## config.mk

```make
export PLATFORM = sky130hd
export DESIGN_NAME = interrupt_and_timer_unit_core
export DESIGN_NICKNAME = d
export VERILOG_FILES = /design/src/hw/rtl/itu_pkg.sv /design/src/hw/rtl/itu_step.sv /design/src/hw/rtl/interrupt_and_timer_unit_core.sv
export SDC_FILE = /design/constraint.sdc
export NUM_CORES = 1
export LEC_CHECK = 0
export BUFFER_PORTS_ARGS = -buffer_cell sky130_fd_sc_hd__buf_2
export CAP_MARGIN = 20
export CORE_ASPECT_RATIO = 1.5
export CORE_MARGIN = 1
export CORE_UTILIZATION = 35
export DETAILED_ROUTE_END_ITERATION = 12
export SLEW_MARGIN = 10
export SYNTH_ARGS = -nofsm -noshare
export SYNTH_HDL_FRONTEND = slang
export SYNTH_SLANG_ARGS = --single-unit
```

## constraint.sdc

```tcl
create_clock -name clk -period 2.9 [get_ports clk]
set_input_delay 0.145 -clock clk [delete_from_list [all_inputs] [get_ports clk]]
set_output_delay 0.145 -clock clk [all_outputs]
set_load 0.03 [all_outputs]
```

## src/hw/rtl/itu_pkg.sv

```systemverilog
// ============================================================================
// itu_pkg
// Shared types and constants of the interrupt and timer unit.
// ============================================================================
package itu_pkg;

    localparam int PcWidth     = 12;
    localparam int StatusWidth = 3;
    localparam int TimerWidth  = 32;
    localparam int OpWidth     = 2;
    localparam int CfgAddrWidth = 4;
    localparam int CfgDataWidth = 32;

    // Request operation codes.
    localparam logic [OpWidth-1:0] OP_TICK   = 2'd0;
    localparam logic [OpWidth-1:0] OP_RETURN = 2'd1;
    localparam logic [OpWidth-1:0] OP_CLEAR  = 2'd2;

    // Configuration register indexes (byte address is four times the index).
    localparam logic [1:0] REG_TIMER_ENABLE    = 2'd0;
    localparam logic [1:0] REG_TIMER_LIMIT     = 2'd1;
    localparam logic [1:0] REG_IRQ_ENABLE_MASK = 2'd2;
    localparam logic [1:0] REG_HANDLER_ADDRESS = 2'd3;

    // Status bit positions.
    localparam int StatusTimer = 0;
    localparam int StatusDisk  = 1;
    localparam int StatusExt   = 2;

    typedef struct packed {
        logic [OpWidth-1:0]     operation;
        logic [PcWidth-1:0]     pc;
        logic                   disk_done;
        logic                   external_line;
        logic [StatusWidth-1:0] clear_mask;
    } itu_in_t;

    typedef struct packed {
        logic [PcWidth-1:0]     next_pc;
        logic                   interrupt_taken;
        logic [StatusWidth-1:0] status_out;
        logic [TimerWidth-1:0]  timer_out;
        logic                   busy_handling;
    } itu_out_t;

    typedef struct packed {
        logic                   timer_enable;
        logic [TimerWidth-1:0]  timer_limit;
        logic [StatusWidth-1:0] irq_enable_mask;
        logic [PcWidth-1:0]     handler_address;
    } itu_cfg_t;

    typedef struct packed {
        logic [TimerWidth-1:0]  timer_count;
        logic [StatusWidth-1:0] pending_status;
        logic [PcWidth-1:0]     return_address;
        logic                   handling;
    } itu_state_t;

endpackage

```

## src/hw/rtl/itu_step.sv

```systemverilog
// ============================================================================
// itu_step
// Next-state and result logic for one request of the interrupt unit.
// ============================================================================
module itu_step (
    input  itu_pkg::itu_cfg_t   cfg,
    input  itu_pkg::itu_state_t cur,
    input  itu_pkg::itu_in_t    req,
    output itu_pkg::itu_state_t nxt,
    output itu_pkg::itu_out_t   res
);
    import itu_pkg::*;

    logic [StatusWidth-1:0] status_tick;
    logic                   timer_wrap;
    logic                   take_irq;

    always_comb
    begin
        nxt         = cur;
        res.next_pc = req.pc;
        res.interrupt_taken = 1'b0;
        status_tick = cur.pending_status;
        timer_wrap  = cfg.timer_enable && !(cur.timer_count < cfg.timer_limit);
        take_irq    = 1'b0;

        unique case (req.operation)
            OP_TICK:
            begin
                if (cfg.timer_enable)
                begin
                    nxt.timer_count = timer_wrap ? '0 : cur.timer_count + 32'd1;
                end
                status_tick[StatusTimer] = status_tick[StatusTimer] | timer_wrap;
                status_tick[StatusDisk]  = status_tick[StatusDisk] | req.disk_done;
                if (!cur.handling)
                begin
                    status_tick[StatusExt] = status_tick[StatusExt] | req.external_line;
                    take_irq = (status_tick & cfg.irq_enable_mask) != '0;
                end
                nxt.pending_status = status_tick;
                if (take_irq)
                begin
                    nxt.handling        = 1'b1;
                    nxt.return_address  = req.pc;
                    res.next_pc         = cfg.handler_address;
                    res.interrupt_taken = 1'b1;
                end
            end
            OP_RETURN:
            begin
                res.next_pc  = cur.return_address;
                nxt.handling = 1'b0;
            end
            OP_CLEAR:
            begin
                nxt.pending_status = cur.pending_status & ~req.clear_mask;
            end
            default:
            begin
                // Unused code: nothing changes.
            end
        endcase

        res.status_out    = nxt.pending_status;
        res.timer_out     = nxt.timer_count;
        res.busy_handling = nxt.handling;
    end

endmodule

```

## src/hw/rtl/interrupt_and_timer_unit_core.sv

```systemverilog
// ============================================================================
// interrupt_and_timer_unit_core
// Interrupt unit with an interval timer, stepped once per processor cycle.
// ============================================================================
//
//   Channel   Direction  Handshake           Payload
//   --------  ---------  ------------------  ---------------------------------
//   in        into core  in_valid/in_ready   itu_in_t  (operation, pc, ...)
//   out       from core  out_valid/out_ready itu_out_t (next_pc, status, ...)
//   APB       into core  psel/penable/pready 4 registers at byte 0x0..0xC
//
// A request is captured in an input register. The step logic then updates
// the timer, status and handler state and loads the result register, which
// drives out_item; this happens only once the result register is empty or
// is being emptied.
// One request is accepted every clock as long as results are taken; the
// read-modify-write of the unit state in the step logic sets that rate.
// When the result register is full and not taken, the input register keeps
// its request and in_ready stays low until the result is taken.
// Reset clears the state, the configuration registers and the valid flags of both stages.
// ============================================================================
module interrupt_and_timer_unit_core (
    input  logic                                 clk,
    input  logic                                 rst_n,
    input  logic                                 in_valid,
    output logic                                 in_ready,
    input  itu_pkg::itu_in_t                     in_item,
    output logic                                 out_valid,
    input  logic                                 out_ready,
    output itu_pkg::itu_out_t                    out_item,
    input  logic                                 psel,
    input  logic                                 penable,
    input  logic                                 pwrite,
    input  logic [itu_pkg::CfgAddrWidth-1:0]     paddr,
    input  logic [itu_pkg::CfgDataWidth-1:0]     pwdata,
    output logic [itu_pkg::CfgDataWidth-1:0]     prdata,
    output logic                                 pready
);
    import itu_pkg::*;

    // Configuration registers.
    itu_cfg_t   cfg_reg;
    // Architectural state of the unit.
    itu_state_t state_reg;
    itu_state_t state_next;
    // Input register stage.
    logic       req_valid_reg;
    itu_in_t    req_reg;
    // Result register stage.
    logic       res_valid_reg;
    itu_out_t   res_reg;
    itu_out_t   res_next;

    logic       advance;
    logic       cfg_write;
    logic [1:0] cfg_index;

    // The input stage moves into the result register whenever that register
    // is empty or is being emptied in this cycle.
    assign advance  = req_valid_reg && (!res_valid_reg || out_ready);
    assign in_ready = !req_valid_reg || advance;

    assign out_valid = res_valid_reg;
    assign out_item  = res_reg;

    assign pready    = 1'b1;
    assign cfg_index = paddr[CfgAddrWidth-1:2];
    assign cfg_write = psel && penable && pwrite;

    itu_step u_step (
        .cfg (cfg_reg),
        .cur (state_reg),
        .req (req_reg),
        .nxt (state_next),
        .res (res_next)
    );

    // Register reads return the stored value, zero-extended to the bus.
    always_comb
    begin
        unique case (cfg_index)
            REG_TIMER_ENABLE:    prdata = {{(CfgDataWidth-1){1'b0}}, cfg_reg.timer_enable};
            REG_TIMER_LIMIT:     prdata = cfg_reg.timer_limit;
            REG_IRQ_ENABLE_MASK:
                prdata = {{(CfgDataWidth-StatusWidth){1'b0}}, cfg_reg.irq_enable_mask};
            REG_HANDLER_ADDRESS:
                prdata = {{(CfgDataWidth-PcWidth){1'b0}}, cfg_reg.handler_address};
            default:             prdata = '0;
        endcase
    end

    always_ff @(posedge clk or negedge rst_n)
    begin
        if (!rst_n)
        begin
            cfg_reg <= '0;
        end
        else if (cfg_write)
        begin
            unique case (cfg_index)
                REG_TIMER_ENABLE:    cfg_reg.timer_enable    <= pwdata[0];
                REG_TIMER_LIMIT:     cfg_reg.timer_limit     <= pwdata;
                REG_IRQ_ENABLE_MASK: cfg_reg.irq_enable_mask <= pwdata[StatusWidth-1:0];
                REG_HANDLER_ADDRESS: cfg_reg.handler_address <= pwdata[PcWidth-1:0];
                default:             cfg_reg <= cfg_reg;
            endcase
        end
    end

    // Control and unit state.
    always_ff @(posedge clk or negedge rst_n)
    begin
        if (!rst_n)
        begin
            req_valid_reg <= 1'b0;
            res_valid_reg <= 1'b0;
            state_reg     <= '0;
        end
        else
        begin
            if (in_ready)
            begin
                req_valid_reg <= in_valid;
            end
            if (advance)
            begin
                res_valid_reg <= 1'b1;
                state_reg     <= state_next;
            end
            else if (out_ready)
            begin
                res_valid_reg <= 1'b0;
            end
        end
    end

    // Payload registers.
    always_ff @(posedge clk)
    begin
        if (in_ready && in_valid)
        begin
            req_reg <= in_item;
        end
        if (advance)
        begin
            res_reg <= res_next;
        end
    end

endmodule

```

==> metrics.txt <==
status complete, no violations; hold_ws 0.222 ns; reg2reg start state_reg[22]; initial antenna violation count 0; period utilization 97.2%; cells on worst reg2reg path 8; Synth Flop Type dfrtp_1; most used routing layer met2; HPWL Detailed 16200 um; area of placed instances 9790 sq um; Design Area, Final 11000 sq um; Clock Latency Late Sink 0.44 ns; met2 Track Usage GR 34.9%; Post-synth ARST share 59.0%; GR Util met3 3.30%; I/O Pins 146; Core ar. 23700 sq um; fmax 355 MHz; Area Growth Syn to Fin 30.2%; IO buf count 142; drt drc 0; initial drt markers 316; overall routed net length 22400 um; Distinct cells, synth 61; global route overflow 0; share of cells above drive strength 1 27.8%; Worst Path Required 3.22 ns; Pleak 5.03 nW; GRT Total Usage 18.7%; vias in the first global route 6491; post-synth top area share 29.0%; Longest Clk Path Bufs 2; crit-path max FO 12; Rel. slew slack 47.7%; root buffer cell clkbuf_16; clock sinks 166; met1 Usage GRT 20.3%; top post-synthesis cells by area dfrtp_1 29%, edfxtp_1 24%, ha_1 4.7%; Max IR drop VDD 0.576 mV; Inserted Diodes 0; Synth Register Bits 166; Fin Setup TNS 0 ns; Finished Layout Cells 1343; Placer Congestion 0.821; max reg flops 49; Initial Utilization 35.7%; max-slew violations 0; Hold Crit Class in -> async; sequential-to-total area share from yosys stat 53.1%; Synth Area per Inst 10.8 sq um; largest net degree at the start of global routing 69; CTS tree yes; placed instance count 1251; die area 24800 sq um; H-Tree Depth 4; EDFF count, synth 68; Via-to-Cell Ratio 4.91; Cells after Synth 784; shortest period the worst path allows 2.82 ns; Die H 193 um; pwr dens 649 nW/um^2; clock-pin slew on the worst setup and hold paths 0.07 ns; final hold violations 0; Rows 69; Clock Skew 0.0133 ns; drt wl/cell 16.7 um; first-pass GRT wire length 34200 um; largest area contributor in the netlist dfrtp_1; Vias 6599; Netlist Area Pre-Place 8470 sq um; Crit. End Element flop; max_cap viols 0; number of CTS-inserted buffers 17; DRT Pass-1 Iters 5; CP startpoint kind flop; post-route ant nets 0; synth warn 0; nets@finish 1105; final setup fails 0; Place WS -0.000607 ns; Die Wd 129 um; FF-to-FF setup slack 0.08 ns; CP Class reg -> reg; critical path arrival 3.14 ns; RR Endpoint state_reg[1]; Syn Nets 878; final setup margin 0.0804 ns; worst slew pin tran 0.785 ns
-- synth_stat cells (15+ instances only) --
| master | number |
|---|---|
| nand2_1 | 77 |
| edfxtp_1 | 68 |
| nand3_1 | 17 |
| a22o_1 | 24 |
| a21oi_1 | 22 |
| mux2_2 | 19 |
| and2_1 | 26 |
| dfrtp_1 | 98 |
| xnor2_1 | 19 |
| inv_1 | 46 |
| o21ai_0 | 67 |
| a21o_1 | 15 |
| nor2b_1 | 17 |
| nor2_1 | 62 |
| ha_1 | 32 |
| clkbuf_1 | 22 |
-- placed cells by master (no fill, tap or decap), drive strengths merged, types with 12 or more instances in the layout --
cell type and count:
edfxtp 68, inv 53, xnor2 19, a21oi 22, a21o 16, mux2 29
dlygate4sd3 54, nor3 15, o21ai 68, a22o 24, clkbuf 18, nand3 18
nor2b 17, and2 26, dfrtp 98, nand4 12, nand2 77, buf 193
ha 32, nor2 64
-- routing by layer --
| layer | share of wire, % | wire length, um | up-vias |
|---|---|---|---|
| met5 | 0 | 0 | - |
| met4 | 2.9 | 640 | 0 |
| met3 | 2.7 | 603 | 27 |
| met2 | 55 | 12300 | 148 |
| met1 | 40 | 8930 | 3194 |
| li1 | - | - | 3230 |
-- area by class of cell --
| type | instances | area [sq um] |
|---|---|---|
| Clock buffer | 18 | 429 |
| Clock inverter | 14 | 161 |
| Fill cell | 2239 | 12700 |
| Inverter | 46 | 173 |
| Multi-Input combinational cell | 533 | 3650 |
| Sequential cell | 166 | 4490 |
| Tap cell | 319 | 399 |
| Timing Repair Buffer | 247 | 1720 |
-- worst max-delay path, cell delays in order, from the launching register on --
cell      delay, ns
dfrtp_1        0.45
ha_1           0.33
nand4_1        0.09
o311a_1        0.39
o41ai_4        0.48
a21o_2         0.24
o2111a_2       0.22
buf_12         0.16
mux2_2         0.33
-- per-stage QoR --
stage	utilization (%)	power (mW)
2_1_floorplan	-	4.19
3_3_place_gp	41.2	4.74
3_5_place_dp	41.2	4.78
4_1_cts	46.1	7.18
5_1_grt	46.4	7.52
6_report	46.4	7.16
-- where the power goes --
| group | internal (mW) | leakage [nW] | total (mW) | switching [mW] |
|---|---|---|---|---|
| Sequential | 2.86 | 1.90 | 3.09 | 0.230 |
| Clock | 1.29 | 0.285 | 2.32 | 1.03 |
| Combinational | 0.733 | 2.85 | 1.74 | 1.01 |
-- how the worst max path moves through the flow --
| stage | slack [ns] | endpoint | startpoint | cells past startpoint |
|---|---|---|---|---|
| 6_report | 0.08 | state_reg[1] | state_reg[22] | 8 |
| 5_1_grt | -0.0003 | out_item[38] | cfg_reg[45] | 11 |
| 4_1_cts | 0.02 | out_item[37] | cfg_reg[45] | 11 |
| 3_5_place_dp | -0.0006 | state_reg[23] | state_reg[39] | 8 |
| 3_3_place_gp | 0.03 | state_reg[25] | state_reg[39] | 8 |
| 2_1_floorplan | 0.21 | out_item[38] | state_reg[18] | 9 |
-- what timing repair did --
action / 4_1_cts / 5_1_grt
pin swaps: 0 / 6
gates resized for setup: 2 / 12
cloned: 0 / 1
endpoints found under the hold margin: 104 / 0
setup buffers: 1 / 4
hold buffers: 54 / 0
setup endpoints to repair: 13 / 50
-- cells by family after synthesis --
family / synth area share, %
and+or+nand+nor: 16.2
DFF: 53.1
AOI/OAI and AO/OA: 12.6
buffers and inverters: 4.55
muxes: 5.86
adders and majority gates: 4.73
xor gates and xnor gates: 2.90
other: 0.0443
No activity file was read; power rests on OpenSTA's default activity.
